--- src/cau_pkg.sv ---
// ----------------------------------------------------------------------------
// cau_pkg
// Shared types, operation codes, constants and helper functions of the
// complex arithmetic unit.
// ----------------------------------------------------------------------------
package cau_pkg;

   // default configuration
   localparam int DATA_WIDTH_DEF  = 32;
   localparam int FRAC_BITS_DEF   = 16;
   localparam int ANGLE_ITERS_DEF = 24;

   // fixed field and datapath widths
   localparam int FIELD_W    = 32;
   localparam int KIND_W     = 4;
   localparam int EXP_W      = 8;
   localparam int WIDE_W     = 128;
   localparam int OPX_W      = 64;
   localparam int Z_W        = 34;
   localparam int ATAN_IDX_W = 6;
   localparam int ROOT_W     = 33;

   // operation codes
   localparam logic [KIND_W-1:0] KIND_ADD   = 4'd0;
   localparam logic [KIND_W-1:0] KIND_SUB   = 4'd1;
   localparam logic [KIND_W-1:0] KIND_MUL   = 4'd2;
   localparam logic [KIND_W-1:0] KIND_CONJ  = 4'd3;
   localparam logic [KIND_W-1:0] KIND_SCALE = 4'd4;
   localparam logic [KIND_W-1:0] KIND_POWER = 4'd5;
   localparam logic [KIND_W-1:0] KIND_MODSQ = 4'd6;
   localparam logic [KIND_W-1:0] KIND_MOD   = 4'd7;
   localparam logic [KIND_W-1:0] KIND_ARG   = 4'd8;

   // angles in Q30
   localparam logic signed [Z_W-1:0] PI_Q30      = 34'sd3373259426;
   localparam logic signed [Z_W-1:0] HALF_PI_Q30 = 34'sd1686629713;

   // one product request to the shared multiplier
   typedef struct packed {
      logic                       start;
      logic                       clear;
      logic                       sub;
      logic signed [OPX_W-1:0]    x;
      logic signed [FIELD_W-1:0]  y;
   } mul_cmd_type;

   // multiplier status back to the sequencer
   typedef struct packed {
      logic                       done;
      logic signed [WIDE_W-1:0]   acc;
   } mul_stat_type;

   // saturated value with its overflow flag
   typedef struct packed {
      logic signed [OPX_W-1:0] val;
      logic                    ov;
   } sat_type;

   // round half up by sh bits, then saturate to dw signed bits
   function automatic sat_type sat_round(logic signed [WIDE_W-1:0] v, int sh, int dw);
      logic signed [WIDE_W-1:0] t;
      logic signed [WIDE_W-1:0] mx;
      logic signed [WIDE_W-1:0] mn;
      sat_type r;
      t = v;
      if (sh > 0) begin
         t = t + (WIDE_W'(1) <<< (sh - 1));
      end
      t  = t >>> sh;
      mx = (WIDE_W'(1) <<< (dw - 1)) - WIDE_W'(1);
      mn = -mx - WIDE_W'(1);
      if (t > mx) begin
         r.val = mx[OPX_W-1:0];
         r.ov  = 1'b1;
      end else if (t < mn) begin
         r.val = mn[OPX_W-1:0];
         r.ov  = 1'b1;
      end else begin
         r.val = t[OPX_W-1:0];
         r.ov  = 1'b0;
      end
      return r;
   endfunction

   // arctangent of 2^-i in Q30
   function automatic logic signed [Z_W-1:0] atan_q30(logic [ATAN_IDX_W-1:0] i);
      logic signed [Z_W-1:0] r;
      case (i)
         6'd0: r = 34'sh03243F6A8;
         6'd1: r = 34'sh01DAC6705;
         6'd2: r = 34'sh00FADBAFC;
         6'd3: r = 34'sh007F56EA6;
         6'd4: r = 34'sh003FEAB76;
         6'd5: r = 34'sh001FFD55B;
         6'd6: r = 34'sh000FFFAAA;
         6'd7: r = 34'sh0007FFF55;
         6'd8: r = 34'sh0003FFFEA;
         6'd9: r = 34'sh0001FFFFD;
         default: begin
            if (i < 6'd30) begin
               r = (Z_W'(1) << (6'd30 - i)) - Z_W'(1);
            end else begin
               r = '0;
            end
         end
      endcase
      return r;
   endfunction

endpackage

--- src/cau_sqrt.sv ---
// ----------------------------------------------------------------------------
// cau_sqrt
// Restoring square root, two radicand bits per step, with a final step
// that rounds the root to nearest.
// ----------------------------------------------------------------------------
module cau_sqrt (
   input  logic                        clock,
   input  logic                        reset,
   input  logic                        start,
   input  logic [63:0]                 radicand,
   output logic                        done,
   output logic [cau_pkg::ROOT_W-1:0]  root
);
   localparam int STEPS = 32;

   logic [63:0]                 rad_ff;
   logic [33:0]                 rem_ff;
   logic [31:0]                 root_ff;
   logic [5:0]                  cnt_ff;
   logic                        busy_ff;
   logic                        fin_ff;
   logic                        done_ff;
   logic [cau_pkg::ROOT_W-1:0]  root_out_ff;

   logic [35:0] rem_sh;
   logic [35:0] trial;
   logic        ge;

   // one trial subtraction
   always_comb begin
      rem_sh = {rem_ff, rad_ff[63:62]};
      trial  = {2'b00, root_ff, 2'b01};
      ge     = rem_sh >= trial;
   end

   // step control
   always_ff @(posedge clock) begin
      if (reset) begin
         busy_ff <= 1'b0;
         fin_ff  <= 1'b0;
         done_ff <= 1'b0;
      end else begin
         fin_ff  <= busy_ff && (cnt_ff == 6'd1);
         done_ff <= fin_ff;
         if (start) begin
            busy_ff <= 1'b1;
         end else if (busy_ff && (cnt_ff == 6'd1)) begin
            busy_ff <= 1'b0;
         end
      end
   end

   // remainder and root
   always_ff @(posedge clock) begin
      if (start) begin
         rad_ff  <= radicand;
         rem_ff  <= '0;
         root_ff <= '0;
         cnt_ff  <= 6'(STEPS);
      end else if (busy_ff) begin
         rad_ff  <= rad_ff << 2;
         rem_ff  <= ge ? 34'(rem_sh - trial) : 34'(rem_sh);
         root_ff <= {root_ff[30:0], ge};
         cnt_ff  <= cnt_ff - 6'd1;
      end
      if (fin_ff) begin
         root_out_ff <= {1'b0, root_ff} +
                        cau_pkg::ROOT_W'(rem_ff > {2'b00, root_ff});
      end
   end

   assign done = done_ff;
   assign root = root_out_ff;

endmodule

--- config.mk ---
export PLATFORM = sky130hd
export DESIGN_NAME = cau_sqrt
export DESIGN_NICKNAME = d
export VERILOG_FILES = /design/src/cau_pkg.sv /design/src/cau_sqrt.sv
export SDC_FILE = /design/constraint.sdc
export NUM_CORES = 1
export LEC_CHECK = 0
export BUFFER_PORTS_ARGS = -buffer_cell sky130_fd_sc_hd__buf_2
export CORE_MARGIN = 2
export CORE_UTILIZATION = 26
export DETAILED_ROUTE_END_ITERATION = 10
export GPL_ROUTABILITY_DRIVEN = 1
export PLACE_DENSITY_LB_ADDON = 0.08
export SLEW_MARGIN = 20
export SYNTH_ARGS = -nofsm -noshare
export SYNTH_HDL_FRONTEND = slang
export SYNTH_SLANG_ARGS = --single-unit
--- constraint.sdc ---
create_clock -name clock -period 4.2 [get_ports clock]
set_input_delay 0.21 -clock clock [delete_from_list [all_inputs] [get_ports clock]]
set_output_delay 0.21 -clock clock [all_outputs]
set_load 0.01 [all_outputs]
== Yosys cells after proc, flatten, opt, wreduce, memory -nomap -nowiden ==
Index checks and enable logic that the tools add are counted.
Storage, ports and cells
  bits in registers: 172
  output and inout bits: 34
  logic and storage cells: 22
Operators by class
  add/subtract/negate cells: 3
  order comparisons: 2
  eq/ne operators: 1
  multiplexer cells: 5
  reductions and logical operators: 3
Operators with widths (number)
  64-bit 2-to-1 mux: 2
  36-bit by 34-bit >= comparator with 1-bit output: 1
  34-bit by 32-bit greater-than comparator with 1-bit output: 1
  34-bit 2-to-1 mux: 1
  34-bit subtractor: 1
  32-bit by 1-bit adder with 33-bit output: 1
  6-bit by 1-bit equality test with 1-bit output, second input constant: 1
  6-bit by 1-bit subtractor with 6-bit output, second input constant: 1
  2-bit nonzero test: 2
  1-bit 2-to-1 mux: 2
  1-bit logical AND: 1

== Depth between registers and ports, before layout ==
  word-level depth: 4
  gate-level depth with buffers: 17
  depth with buffers taken out: 16

== Worst setup path before layout ==
OpenSTA, ideal clock, no wires.
  kind: reg2reg
  start: reg root_ff[26]
  end: reg root_out_ff (netlist bit root[30]), data pin
  setup time: 0.259 ns
  data arrival time: 3.300 ns
  slack: 0.641 ns
  stages on the path, launching flop included: 18
  buffers on the path: 1
  clock period less this slack: 3.559 ns
  cells stage by stage: dfxtp_1 inv_1 ha_1 clkbuf_2 nand4_4 nor4_4 nand2_1 o22a_1 and3b_1 a41oi_1 ha_1 nand2_1 nor2_1 nand2_1 or2_2 nor3_2 nand3_1 xnor2_1
On the way
  longest elaborated chain between the ends: 2
RTL lines
  from (decl): line cau_sqrt.sv:18  | logic [31:0] root_ff;
  from (signal assigned): line cau_sqrt.sv:63  | root_ff <= {root_ff[30:0], ge};
  34-bit by 32-bit greater-than comparator with 1-bit output: line cau_sqrt.sv:68  | cau_pkg::ROOT_W'(rem_ff > {2'b00, root_ff});
  32-bit by 1-bit adder with 33-bit output (*): line cau_sqrt.sv:67  | root_out_ff <= {1'b0, root_ff} +
  to (signal assigned): line cau_sqrt.sv:67
  to (decl): line cau_sqrt.sv:23  | logic [cau_pkg::ROOT_W-1:0] root_out_ff;
Every way passes the cells marked *; elsewhere a longest branch is shown, timed or not.
A chain may end at the register's enable or synchronous reset.

== Worst setup path in the final report ==
  start: reg root_ff[23]
  end: reg root_out_ff (netlist bit root[23]), data pin
The elaborated chain is that of the path after synthesis.

==> out/results.ini <==
[status]
status = finished clean

[floorplan]
io_pins = 101
die-area_um2 = 37800
fp-row-count = 69
die_w_um = 194
core_area_um2 = 35700
floorplan.initialDensity_pct = 26.4
die_h_um = 194

[worst_setup_path]
cp.arrival_ns = 4.11
crit_type = reg -> reg
path_delay_family = simple AND/OR/NAND/NOR gates
crit_required_ns = 4.37
rr_worst_depth = 14
cp_num_buf_inv = 1
critical_path.slowest_cell = or3_1
ff2ff_setup_slack_ns = 0.26
cpPeakStageDelay_ns = 0.47
critPathMaxFanout = 8
crit_path_start_kind = flop
worstReg2RegEnd = root[23]
path_common_cell = nand2_1
crit_chain = inv_1 > ha_2 > nand4_1 > nor4_4 > nand2_1 > o22a_1 > and3b_1 > a41oi_2 > ha_1 > and3_1 > nand2_1 > or3_1 > nor3_1 > xnor2_1
r2r-start = root_ff[23]
worstSetupEndpointType = flop

[yosys]
syn_inst = 918
ys_ff_latch = 172
ys_warn_count = 0
synth_edf_count = 97
synth_fp_nets = 1024
async_flop_share_pct = 0
yosysUniqueCellTypes = 66
synth_area_um2 = 9430
synth.avg_cell_area_um2 = 10.3
synthFlopType = edfxtp_1
ys_seq_area_share_pct = 46.8

[timing]
final.setup.tns_ns = 0
tightest_slew_ns = 0.941
max-slew-margin-rel_pct = 37.3
grt_setup_unrepaired = false
min_period_ns = 3.94
fmax_mhz = 254
finalSetupViolCount = 0
period_share_pct = 93.8
slew_viol_final = 0
hold_viol = 0
fin_skew_ns = 0.0147

[cells_and_area]
drive_gt1_share_pct = 24.4
synthToLayoutAreaGrowth_pct = 19.0
instances_no_fill = 1503
layout_commonest_cell = nor2_1
final_cell_mix = nor2_1 (111), buf_2 (99), edfxtp_1 (97)
seqCellArea_um2 = 4420
multiInputGateArea_um2 = 4680
fillers = 3690
nets = 1134

[pwr]
vdd_ir_drop_max_v = 0.000514
p_leak_nw = 4.30
pwr_density_cell_nw_per_um2 = 716

[global_route]
grt_overflow = 0
grt_pass1_wl_um = 39200
grt_max_degree = 56
antenna_found_initial = 4
grt_pass1_vias = 7155
grt_usage_pct = 13.3

[flow_run]
cap_violations = 0

[cts]
htree_levels = 4
insertion_delay_ns = 0.45
cts_tree = built
cts_num_sinks = 172
cts_buffers = 17
cts_root_buf = clkbuf_16
path_clk_slew_ns = 0.08
cts_buffer_depth = 2

[placement]
place_congestion = 0.790
io_buffers = 100
place_hpwl_um = 17800
dp.cells = 1468

[detailed_routing]
drtAntennaViolNets = 0
drt_iter0_markers = 356
wl_um = 24500
routed_via_density = 4.63
vias = 6961
drc = 0
drt_pass1_iterations = 6
routedWlPerCell_um = 16.3

[min_path]
hold_depth = 2
min_from = radicand[23]
hp-class = in -> reg
worstHoldEndpoint = rad_ff[23]

[synth_stat cells, types with 3 or more instances]
library cell,number,area share [%]
buf_2,10,0.53
nand4_1,11,0.73
edfxtp_1,97,31
o21ai_1,7,0.37
nor4_1,4,0.27
nand2b_1,10,0.66
or3_1,3,0.20
nand3b_1,3,0.24
nor2b_1,6,0.40
xor2_1,18,1.7
mux2_2,64,7.6
a31oi_1,9,0.60
dfxtp_1,75,16
inv_1,45,1.8
o211ai_1,4,0.32
o21bai_1,7,0.56
mux2i_1,42,4.5
o21ai_0,25,1.3
a32oi_1,6,0.56
nor3_1,20,1.1
or2_2,4,0.27
o21a_1,6,0.48
a21o_1,14,1.1
o31ai_1,3,0.24
xnor2_1,43,4.0
buf_1,4,0.16
buf_6,4,0.48
nand3_1,17,0.90
nand2_1,55,2.2
a211oi_1,24,1.9
a21oi_1,47,2.5
ha_1,39,5.2
nor2_1,113,4.5
and2_1,7,0.46
clkbuf_1,25,1.0
and3_1,11,0.73
[power by group]
| group | internal [mW] | switching (mW) |
|---|---|---|
| Combinational | 1.75 | 2.55 |
| Clock | 0.800 | 0.799 |
| Sequential | 1.99 | 0.152 |
| Total | 4.54 | 3.50 |
[metal layers]
layer / up-vias / wire length (um) / GRT usage, %
met5: - / 38 / 0
met4: 6 / 306 / 3.99
met3: 24 / 1130 / 4.04
met2: 117 / 11200 / 21.3
met1: 3276 / 11800 / 17.1
li1: 3538 / - / -
[stage by stage]
step / worst slack, ns / util [%] / power [mW] / cell area [um^2] / hold slack, ns
detailed placement: 0.0487 / 29.6 / 6.47 / 10600 / 0.397
global route: 0.0284 / 31.5 / 8.70 / 11200 / 0.0224
finish: 0.262 / 31.5 / 8.04 / 11200 / 0.0504
global placement: 0.186 / 29.6 / 6.50 / 10600 / 0.403
floorplan: 0.641 / - / 5.51 / 9430 / 0.282
CTS: 0.0290 / 31.3 / 8.13 / 11200 / 0.0160
[flip-flops by register name (all words and copies together), names as in the netlist]
register / count
busy_ff: 1
rad_ff: 64
rem_ff: 34
root_ff: 32
done: 1
cnt_ff: 6
root: 33
fin_ff: 1
[area by class of cell]
| cell class | instances | share of cell area, % |
|---|---|---|
| tap | 461 | 5.14 |
| multi-input combinational | 657 | 41.7 |
| clock buffer | 17 | 3.79 |
| inverter | 45 | 1.51 |
| antenna | 1 | 0.0223 |
| timing repair buffer | 135 | 6.96 |
| clock inverter | 15 | 1.51 |
| sequential | 172 | 39.4 |
[repair_timing]
item | 4_1_cts | 5_1_grt
gates resized for setup | 0 | 11
endpoints found under the setup margin | 0 | 14
hold buffers | 1 | 0
buffers inserted | 0 | 1
hold endpoints to repair | 3 | 0
[worst max path at each step]
stage	from	endpoint	slack, ns	depth (start not counted)
after floorplan	root_ff[26]	root[30]	0.64	17
after global routing	root_ff[24]	root[28]	0.03	16
after detailed placement	root_ff[24]	root[28]	0.05	16
after CTS	root_ff[5]	root[28]	0.03	16
final	root_ff[23]	root[23]	0.26	14
after global placement	root_ff[30]	root[28]	0.19	16
[logic make-up after synthesis]
logic type | Yosys count | share of synthesized area [%]
multiplexers | 106 | 12.1
AND/OR/NAND/NOR | 277 | 14.2
buffers and inverters | 89 | 4.01
AO/OA/AOI/OAI | 174 | 12.1
XOR/XNOR | 61 | 5.67
adder cells (fa/ha/maj) | 39 | 5.18
flip-flops | 172 | 46.8
Power figures use the tool's default switching activity.
