`config.mk`:
```
export PLATFORM = sky130hd
export DESIGN_NAME = cau_mul
export DESIGN_NICKNAME = d
export VERILOG_FILES = /design/src/cau_pkg.sv /design/src/cau_mul.sv
export SDC_FILE = /design/constraint.sdc
export NUM_CORES = 2
export LEC_CHECK = 0
export ABC_AREA = 0
export ABC_CLOCK_PERIOD_IN_PS = 14500
export CAP_MARGIN = 10
export CORE_UTILIZATION = 40
export DETAILED_ROUTE_END_ITERATION = 8
export DONT_BUFFER_PORTS = 1
export GPL_ROUTABILITY_DRIVEN = 0
export PLACE_DENSITY_LB_ADDON = 0.05
export SETUP_SLACK_MARGIN = 0.02
export SYNTH_ARGS = -nofsm -noshare
export SYNTH_HDL_FRONTEND = slang
export SYNTH_SLANG_ARGS = --single-unit
export TNS_END_PERCENT = 50
```
`constraint.sdc`:
```
create_clock -name clock -period 14.5 [get_ports clock]
set_input_delay 4.35 -clock clock [delete_from_list [all_inputs] [get_ports clock]]
set_output_delay 4.35 -clock clock [all_outputs]
set_load 0.1 [all_outputs]
```
`src/cau_pkg.sv`:
```
// ----------------------------------------------------------------------------
// cau_pkg
// Shared types, operation codes, constants and helper functions of the
// complex arithmetic unit.
// ----------------------------------------------------------------------------
package cau_pkg;

   // default configuration
   localparam int DATA_WIDTH_DEF  = 32;
   localparam int FRAC_BITS_DEF   = 16;
   localparam int ANGLE_ITERS_DEF = 24;

   // fixed field and datapath widths
   localparam int FIELD_W    = 32;
   localparam int KIND_W     = 4;
   localparam int EXP_W      = 8;
   localparam int WIDE_W     = 128;
   localparam int OPX_W      = 64;
   localparam int Z_W        = 34;
   localparam int ATAN_IDX_W = 6;
   localparam int ROOT_W     = 33;

   // operation codes
   localparam logic [KIND_W-1:0] KIND_ADD   = 4'd0;
   localparam logic [KIND_W-1:0] KIND_SUB   = 4'd1;
   localparam logic [KIND_W-1:0] KIND_MUL   = 4'd2;
   localparam logic [KIND_W-1:0] KIND_CONJ  = 4'd3;
   localparam logic [KIND_W-1:0] KIND_SCALE = 4'd4;
   localparam logic [KIND_W-1:0] KIND_POWER = 4'd5;
   localparam logic [KIND_W-1:0] KIND_MODSQ = 4'd6;
   localparam logic [KIND_W-1:0] KIND_MOD   = 4'd7;
   localparam logic [KIND_W-1:0] KIND_ARG   = 4'd8;

   // angles in Q30
   localparam logic signed [Z_W-1:0] PI_Q30      = 34'sd3373259426;
   localparam logic signed [Z_W-1:0] HALF_PI_Q30 = 34'sd1686629713;

   // one product request to the shared multiplier
   typedef struct packed {
      logic                       start;
      logic                       clear;
      logic                       sub;
      logic signed [OPX_W-1:0]    x;
      logic signed [FIELD_W-1:0]  y;
   } mul_cmd_type;

   // multiplier status back to the sequencer
   typedef struct packed {
      logic                       done;
      logic signed [WIDE_W-1:0]   acc;
   } mul_stat_type;

   // saturated value with its overflow flag
   typedef struct packed {
      logic signed [OPX_W-1:0] val;
      logic                    ov;
   } sat_type;

   // round half up by sh bits, then saturate to dw signed bits
   function automatic sat_type sat_round(logic signed [WIDE_W-1:0] v, int sh, int dw);
      logic signed [WIDE_W-1:0] t;
      logic signed [WIDE_W-1:0] mx;
      logic signed [WIDE_W-1:0] mn;
      sat_type r;
      t = v;
      if (sh > 0) begin
         t = t + (WIDE_W'(1) <<< (sh - 1));
      end
      t  = t >>> sh;
      mx = (WIDE_W'(1) <<< (dw - 1)) - WIDE_W'(1);
      mn = -mx - WIDE_W'(1);
      if (t > mx) begin
         r.val = mx[OPX_W-1:0];
         r.ov  = 1'b1;
      end else if (t < mn) begin
         r.val = mn[OPX_W-1:0];
         r.ov  = 1'b1;
      end else begin
         r.val = t[OPX_W-1:0];
         r.ov  = 1'b0;
      end
      return r;
   endfunction

   // arctangent of 2^-i in Q30
   function automatic logic signed [Z_W-1:0] atan_q30(logic [ATAN_IDX_W-1:0] i);
      logic signed [Z_W-1:0] r;
      case (i)
         6'd0: r = 34'sh03243F6A8;
         6'd1: r = 34'sh01DAC6705;
         6'd2: r = 34'sh00FADBAFC;
         6'd3: r = 34'sh007F56EA6;
         6'd4: r = 34'sh003FEAB76;
         6'd5: r = 34'sh001FFD55B;
         6'd6: r = 34'sh000FFFAAA;
         6'd7: r = 34'sh0007FFF55;
         6'd8: r = 34'sh0003FFFEA;
         6'd9: r = 34'sh0001FFFFD;
         default: begin
            if (i < 6'd30) begin
               r = (Z_W'(1) << (6'd30 - i)) - Z_W'(1);
            end else begin
               r = '0;
            end
         end
      endcase
      return r;
   endfunction

endpackage

```
`src/cau_mul.sv`:
```
// ----------------------------------------------------------------------------
// cau_mul
// Shared signed multiply-accumulate unit: one 32x32 partial product per
// cycle over the 32-bit limbs of x, accumulated exactly into a wide sum.
// ----------------------------------------------------------------------------
module cau_mul #(
   parameter int DATA_WIDTH = cau_pkg::DATA_WIDTH_DEF
) (
   input  logic                  clock,
   input  logic                  reset,
   input  cau_pkg::mul_cmd_type  cmd,
   output cau_pkg::mul_stat_type stat
);
   localparam int LIMBS = (DATA_WIDTH + 31) / 32;
   localparam int MAG_W = LIMBS * 32;
   localparam int CNT_W = $clog2(LIMBS + 1);

   logic [MAG_W-1:0]                    xm_ff;
   logic [31:0]                         ym_ff;
   logic                                neg_ff;
   logic [CNT_W-1:0]                    left_ff;
   logic [CNT_W-1:0]                    k_ff;
   logic [CNT_W-1:0]                    pk_ff;
   logic [63:0]                         prod_ff;
   logic                                prod_v_ff;
   logic                                prod_last_ff;
   logic                                done_ff;
   logic signed [cau_pkg::WIDE_W-1:0]   acc_ff;

   logic [cau_pkg::OPX_W-1:0]           x_mag;
   logic [31:0]                         y_mag;
   logic [cau_pkg::WIDE_W-1:0]          term;

   // operand magnitudes and weighted partial product
   always_comb begin
      x_mag = cmd.x[cau_pkg::OPX_W-1] ? cau_pkg::OPX_W'(-cmd.x) : cau_pkg::OPX_W'(cmd.x);
      y_mag = cmd.y[31] ? 32'(-cmd.y) : 32'(cmd.y);
      term  = cau_pkg::WIDE_W'(prod_ff) << {pk_ff, 5'd0};
   end

   // limb sequencing control
   always_ff @(posedge clock) begin
      if (reset) begin
         left_ff   <= '0;
         prod_v_ff <= 1'b0;
         done_ff   <= 1'b0;
      end else begin
         if (cmd.start) begin
            left_ff <= CNT_W'(LIMBS);
         end else if (left_ff != '0) begin
            left_ff <= left_ff - CNT_W'(1);
         end
         prod_v_ff <= (left_ff != '0) && !cmd.start;
         done_ff   <= prod_v_ff && prod_last_ff;
      end
   end

   // operands, partial product and accumulator
   always_ff @(posedge clock) begin
      if (cmd.start) begin
         xm_ff  <= x_mag[MAG_W-1:0];
         ym_ff  <= y_mag;
         neg_ff <= cmd.x[cau_pkg::OPX_W-1] ^ cmd.y[31] ^ cmd.sub;
         k_ff   <= '0;
      end else if (left_ff != '0) begin
         prod_ff      <= xm_ff[31:0] * ym_ff;
         xm_ff        <= xm_ff >> 32;
         pk_ff        <= k_ff;
         k_ff         <= k_ff + CNT_W'(1);
         prod_last_ff <= (left_ff == CNT_W'(1));
      end
      if (cmd.start && cmd.clear) begin
         acc_ff <= '0;
      end else if (prod_v_ff) begin
         acc_ff <= neg_ff ? acc_ff - term : acc_ff + term;
      end
   end

   assign stat.done = done_ff;
   assign stat.acc  = acc_ff;

endmodule

```
Word-level counts from Yosys, hierarchy flattened
Cells that the tools add are included.
- register bits after elaboration: 262
- input bits: 101
- output and inout bits: 129
- word-level logic and storage cells: 34
- add/sub/neg operators: 6
- multipliers: 1
- shift-type cells: 1
- muxes and demuxes: 7
- bitwise gates (word level): 3
- reductions and logical operators: 5
- operators by type and width (kind ; count):
    $add A128 B128 Y128 ; 1
    $mux W128 ; 1
    $shl A64 B6 Y128 ; 1
    $sub A128 B128 Y128 ; 1
    $mux W32 ; 3
    $mul A32 B32 Y64 ; 1
    $neg A32 Y32 ; 2
    $mux W31 ; 1
    $logic_and A1 B1 Y1 ; 2
    $mux W1 ; 2
    $reduce_and A2 Y1 ; 1
    $reduce_bool A2 Y1 ; 1
    $xor A1 B1 Y1 ; 2
    $add A1 B1 Y1 const B ; 1
    $logic_not A1 Y1 ; 1
    $not A1 Y1 ; 1
    $sub A1 B1 Y1 const B ; 1

Depth between registers and ports, before layout
- depth after elaboration: 3
- depth in mapped cells: 30
- gate-level depth less buffers: 28

Worst setup path after synthesis
Ideal clock, no wire load.
- path type: in2reg
- start: input port cmd[98] (netlist bit)
- end: register pk_ff (enable)
- setup time: 0.497 ns
- arrival time: 7.425 ns
- required time: 14.003 ns
- setup slack: 6.579 ns
- stages on the path: 2
- path buffers: 1
- path through: clkbuf_1 -> nor2b_1
- cells in the longest elaborated chain, start to end: 2
- RTL lines (element ; RTL line ; source):
    from (decl) ; cau_mul.sv:11 ; input cau_pkg::mul_cmd_type cmd,
    $not A1 Y1 (no source line) ; - ;
    $reduce_and A2 Y1 (no source line) ; - ;
    to (signal assigned) ; cau_mul.sv:68 ; pk_ff <= k_ff;
    to (decl) ; cau_mul.sv:23 ; logic [CNT_W-1:0] pk_ff;
Every way passes these cells.
A chain may end at the register's enable or synchronous reset.

Worst setup path after layout
- start: register xm_ff[29]
- end: register prod_ff[59] (data pin)
- cells in the longest elaborated chain, start to end: 1
- RTL lines (element ; RTL line ; source):
    from (decl) ; cau_mul.sv:18 ; logic [MAG_W-1:0] xm_ff;
    from (signal assigned) ; cau_mul.sv:61 ; xm_ff <= x_mag[MAG_W-1:0];
    from (signal assigned) ; cau_mul.sv:67 ; xm_ff <= xm_ff >> 32;
    $mul A32 B32 Y64 ; cau_mul.sv:66 ; prod_ff <= xm_ff[31:0] * ym_ff;
    to (signal assigned) ; cau_mul.sv:66 ;
    to (decl) ; cau_mul.sv:24 ; logic [63:0] prod_ff;
Every way passes these cells.

==> impl.org <==
** Finish
- The post-route netlist has 3.43% of its cells at a drive strength greater than 1.
- The area growth from synthesis to layout is 4.92%.
- For this run, the post-layout net count is 7770.

** Critical path
- Worst-path maximum fanout :: 32
- The largest individual stage delay along the critical path comes from the cell sky130_fd_sc_hd__fa_1.
- Delay contributed by the slowest stage of the critical path :: 570 ps
- In this run the critical register-to-register path is launched from xm_ff[29]$_SDFFCE_PN0P_.
- For the worst setup path, the data required time is 14800 ps.
- The endpoint identified for the worst register-to-register timing path is prod_ff[59]$_DFFE_PP_.
- Measured in cells, the most critical reg-to-reg path has a length of 25.
- Worst endpoint data arrival time :: 8950 ps
- End point of the critical path :: prod_ff[59]$_DFFE_PP_
- The cell that appears most often on the critical path is sky130_fd_sc_hd__fa_1.
- Tracing the worst setup path back leads to its startpoint at xm_ff[29]$_SDFFCE_PN0P_.
- The worst register-to-register path has a setup slack of 5850 ps.
- Startpoint types :: flop
- Setup crit end kind :: flop
- By startpoint and endpoint, the worst setup path is classified as flop to flop.

** Placed design
- Buffers placed on the I/O ports in this run total 0.
- The wire-length estimate of the detail-placed layout is 145 mm.

** STA
- Setup repair after global routing left no endpoint under its margin.
- Total count of hold-check failures in the final report :: 0
- The number of max-slew violations in the final report is 0.
- Maximum achievable frequency :: 116 MHz
- Measured against its own limit, the worst slew margin works out to 21.2%.
- Worst slew pin tran :: 1180 ps
- Min cycle time layout :: 8650 ps
- The worst path uses 59.7% of the clock period.
- Sum Neg Setup Slack :: 0 ps
- Worst setup skew after layout :: 43.6 ps
- Setup violations remaining at the end of the flow were counted as 0.

** Route
- The first detailed-routing pass ran for 8 iterations.
- In the routed design, unresolved DRC markers number 0.
- Iter 0 DRT Violations :: 3099
- In the routed layout, each cell is associated on average with a via count of 5.52.
- Vias post-DR :: 45706
- Final routed wirelength across all metal layers :: 189 mm
- In this run the remaining antenna-violating nets after routing total 0.
- Wirelength per Cell :: 22.8 µm

** Floorplan
- The core region is 139000 µm².
- After floorplanning, the core was divided into 137 placement rows.
- The die covers 142000 µm².
- Die height :: 376 µm
- Io pins :: 230
- Once the floorplan was initialized, standard cells occupied 40.2% of the core.
- Width of the chip :: 376 µm

** Logic synthesis
- Gate Count Post-Synth :: 6629
- A synthesized cell averages 8.46 µm².
- Register bit total from synthesis :: 262
- Prevailing post-synth register cell :: sky130_fd_sc_hd__dfxtp_1
- Number of unique standard cell types used by synthesis :: 95
- Share of async-settable or async-resettable flops after synthesis :: 0%
- Synthesis produced a netlist with a net count of 8020.
- Seq/Total Area, Yosys :: 11.7%
- Yosys warnings :: 0
- Yosys mapped a number of flops with a built-in enable equal to 130.
- The mapped netlist covers 56100 µm².

** Hold path
- Classification of the worst-slack hold path :: flop to flop
- Worst hold path depth :: 0

** Clock network
- The clock tree synthesis step divided the H-tree into 2 levels.
- The longest clock path from root to sink contains 3 buffers.
- The number of clock buffers added by TritonCTS is 36.
- Num Clock Sinks :: 262
- Buffers added to address setup during post-CTS repair amount to 0.
- Worst skew pair latency :: 620 ps
- After clock tree synthesis, the clock-pin slew on the worst setup and hold paths is 70 ps.
- The tree is rooted in a sky130_fd_sc_hd__clkbuf_16.
- Count of instances resized after the clock tree is built :: 0
- Cts-stage hold buffer count :: 0
- CTS tree :: built

** Run
- The tool flagged a number of max-cap violations equal to 0.

** GRT
- Number of antenna violations at the first check in global routing :: 2
- First-pass GRT wire length :: 292 mm
- Remaining global-route overflow :: 0
- Entering global routing, the biggest net connects 78 pins.
- Global routing used 26.9% of the available tracks across all layers.
- The number of global-route vias before repair is 47654.

** Status
- The run finished with clean final reports.
-- critical path, delay by kind of cell, from the launching register on --
family | cells | cell delay (ps)
adder cells (fa/ha/maj) | 9 | 4540
buffers and inverters | 6 | 730
AO/OA/AOI/OAI | 9 | 2600
AND/OR/NAND/NOR | 1 | 160
flip-flops | 1 | 320
-- layout make-up --
cell class / instances / area, µm²
Antenna cell: 3 / 7.51
Clock buffer: 41 / 920
Clock inverter: 24 / 181
Fill cell: 14246 / 80500
Inverter: 943 / 3540
Multi-Input combinational cell: 5037 / 44500
Sequential cell: 262 / 6550
Tap cell: 1876 / 2350
Timing Repair Buffer: 99 / 743
-- cell usage after synthesis, drive strengths merged (9+ instances only) --
library cell	count	area share [%]
ha	393	8.8
or3	35	0.39
o41ai	13	0.24
and2	637	7.1
nor2	319	2.1
or4	27	0.37
o21bai	63	0.84
xnor2	169	2.6
nand3	72	0.64
edfxtp	130	7.0
a21boi	15	0.20
o211ai	36	0.48
a211oi	45	0.61
nor4	31	0.36
o21ai	244	2.2
nand3b	10	0.13
a211o	9	0.14
nand2	791	5.3
mux2i	80	1.4
xor2	93	1.5
a31oi	40	0.45
a2111oi	11	0.21
a21oi	373	3.3
nor2b	40	0.45
a221oi	9	0.14
nor3	98	0.87
a31o	10	0.16
nand4	98	1.1
fa	897	32
nand2b	33	0.37
inv	943	6.3
o31ai	30	0.40
buf	26	0.20
and3	33	0.37
dfxtp	132	4.7
or2	24	0.27
a21o	106	1.4
clkbuf	361	2.4
nor3b	12	0.16
o21a	30	0.42
-- cells by family after synthesis --
logic type | Yosys count | share of synthesized area, %
AOI/OAI and AO/OA | 1121 | 12.6
xor gates and xnor gates | 262 | 4.09
adders and majority gates | 1290 | 40.8
buffers and inverters | 1330 | 8.93
DFF | 262 | 11.7
muxes | 85 | 1.53
and+or+nand+nor | 2279 | 20.3
-- state kept, by name, summed over array words and instances (netlist names) --
register	cells
neg_ff	1
xm_ff	32
prod_ff	64
acc_ff	128
pk_ff	1
prod_v_ff	1
done_ff	1
ym_ff	32
k_ff	1
left_ff	1
-- how the worst min path moves through the flow --
stage                       from              end
4_1_cts        k_ff$_SDFFE_PP0P_  pk_ff$_DFFE_PP_
3_5_place_dp   k_ff$_SDFFE_PP0P_  pk_ff$_DFFE_PP_
6_report       k_ff$_SDFFE_PP0P_  pk_ff$_DFFE_PP_
3_3_place_gp   k_ff$_SDFFE_PP0P_  pk_ff$_DFFE_PP_
2_1_floorplan  k_ff$_SDFFE_PP0P_  pk_ff$_DFFE_PP_
5_1_grt        k_ff$_SDFFE_PP0P_  pk_ff$_DFFE_PP_
-- cell usage in the layout, fill, tap and decap left out, drive strengths merged, types with 35 or more instances in the layout --
| master | count |
|---|---|
| and2 | 637 |
| nand3 | 72 |
| buf | 99 |
| xnor2 | 169 |
| a31oi | 40 |
| o211ai | 36 |
| a21oi | 373 |
| nor2 | 319 |
| nor3 | 98 |
| a21o | 106 |
| o21ai | 244 |
| a211oi | 45 |
| clkbuf | 41 |
| mux2i | 80 |
| xor2 | 93 |
| or3 | 35 |
| edfxtp | 130 |
| fa | 897 |
| nor2b | 40 |
| nand4 | 98 |
| ha | 393 |
| dfxtp | 132 |
| nand2 | 791 |
| inv | 947 |
| o21bai | 63 |
-- per-layer routing --
metal	share of wire (%)	track usage, %	wire (µm)	up-vias
met5	0.0069	0	13	-
met1	44	35.9	83600	23151
met2	48	45.9	90700	1251
met4	3.2	7.85	6050	2
li1	-	-	-	21007
met3	4.6	2.83	8650	295
-- metrics by stage --
stage               instance area, µm²  std cells  setup slack [ps]  utilization (%)  hold WS (ps)
floorplan                        56100       6629              6580                -           429
global placement                 57700       8217              5840             41.4           444
detailed placement               57700       8217              5850             41.4           444
CTS                              58800       8282              5800             42.2           461
global route                     58800       8282              5260             42.2           482
finish                           58800       8285              5850             42.2           458
Power is not shown: default switching activity piles up to over one toggle a cycle in this logic, so the estimate is an artifact.
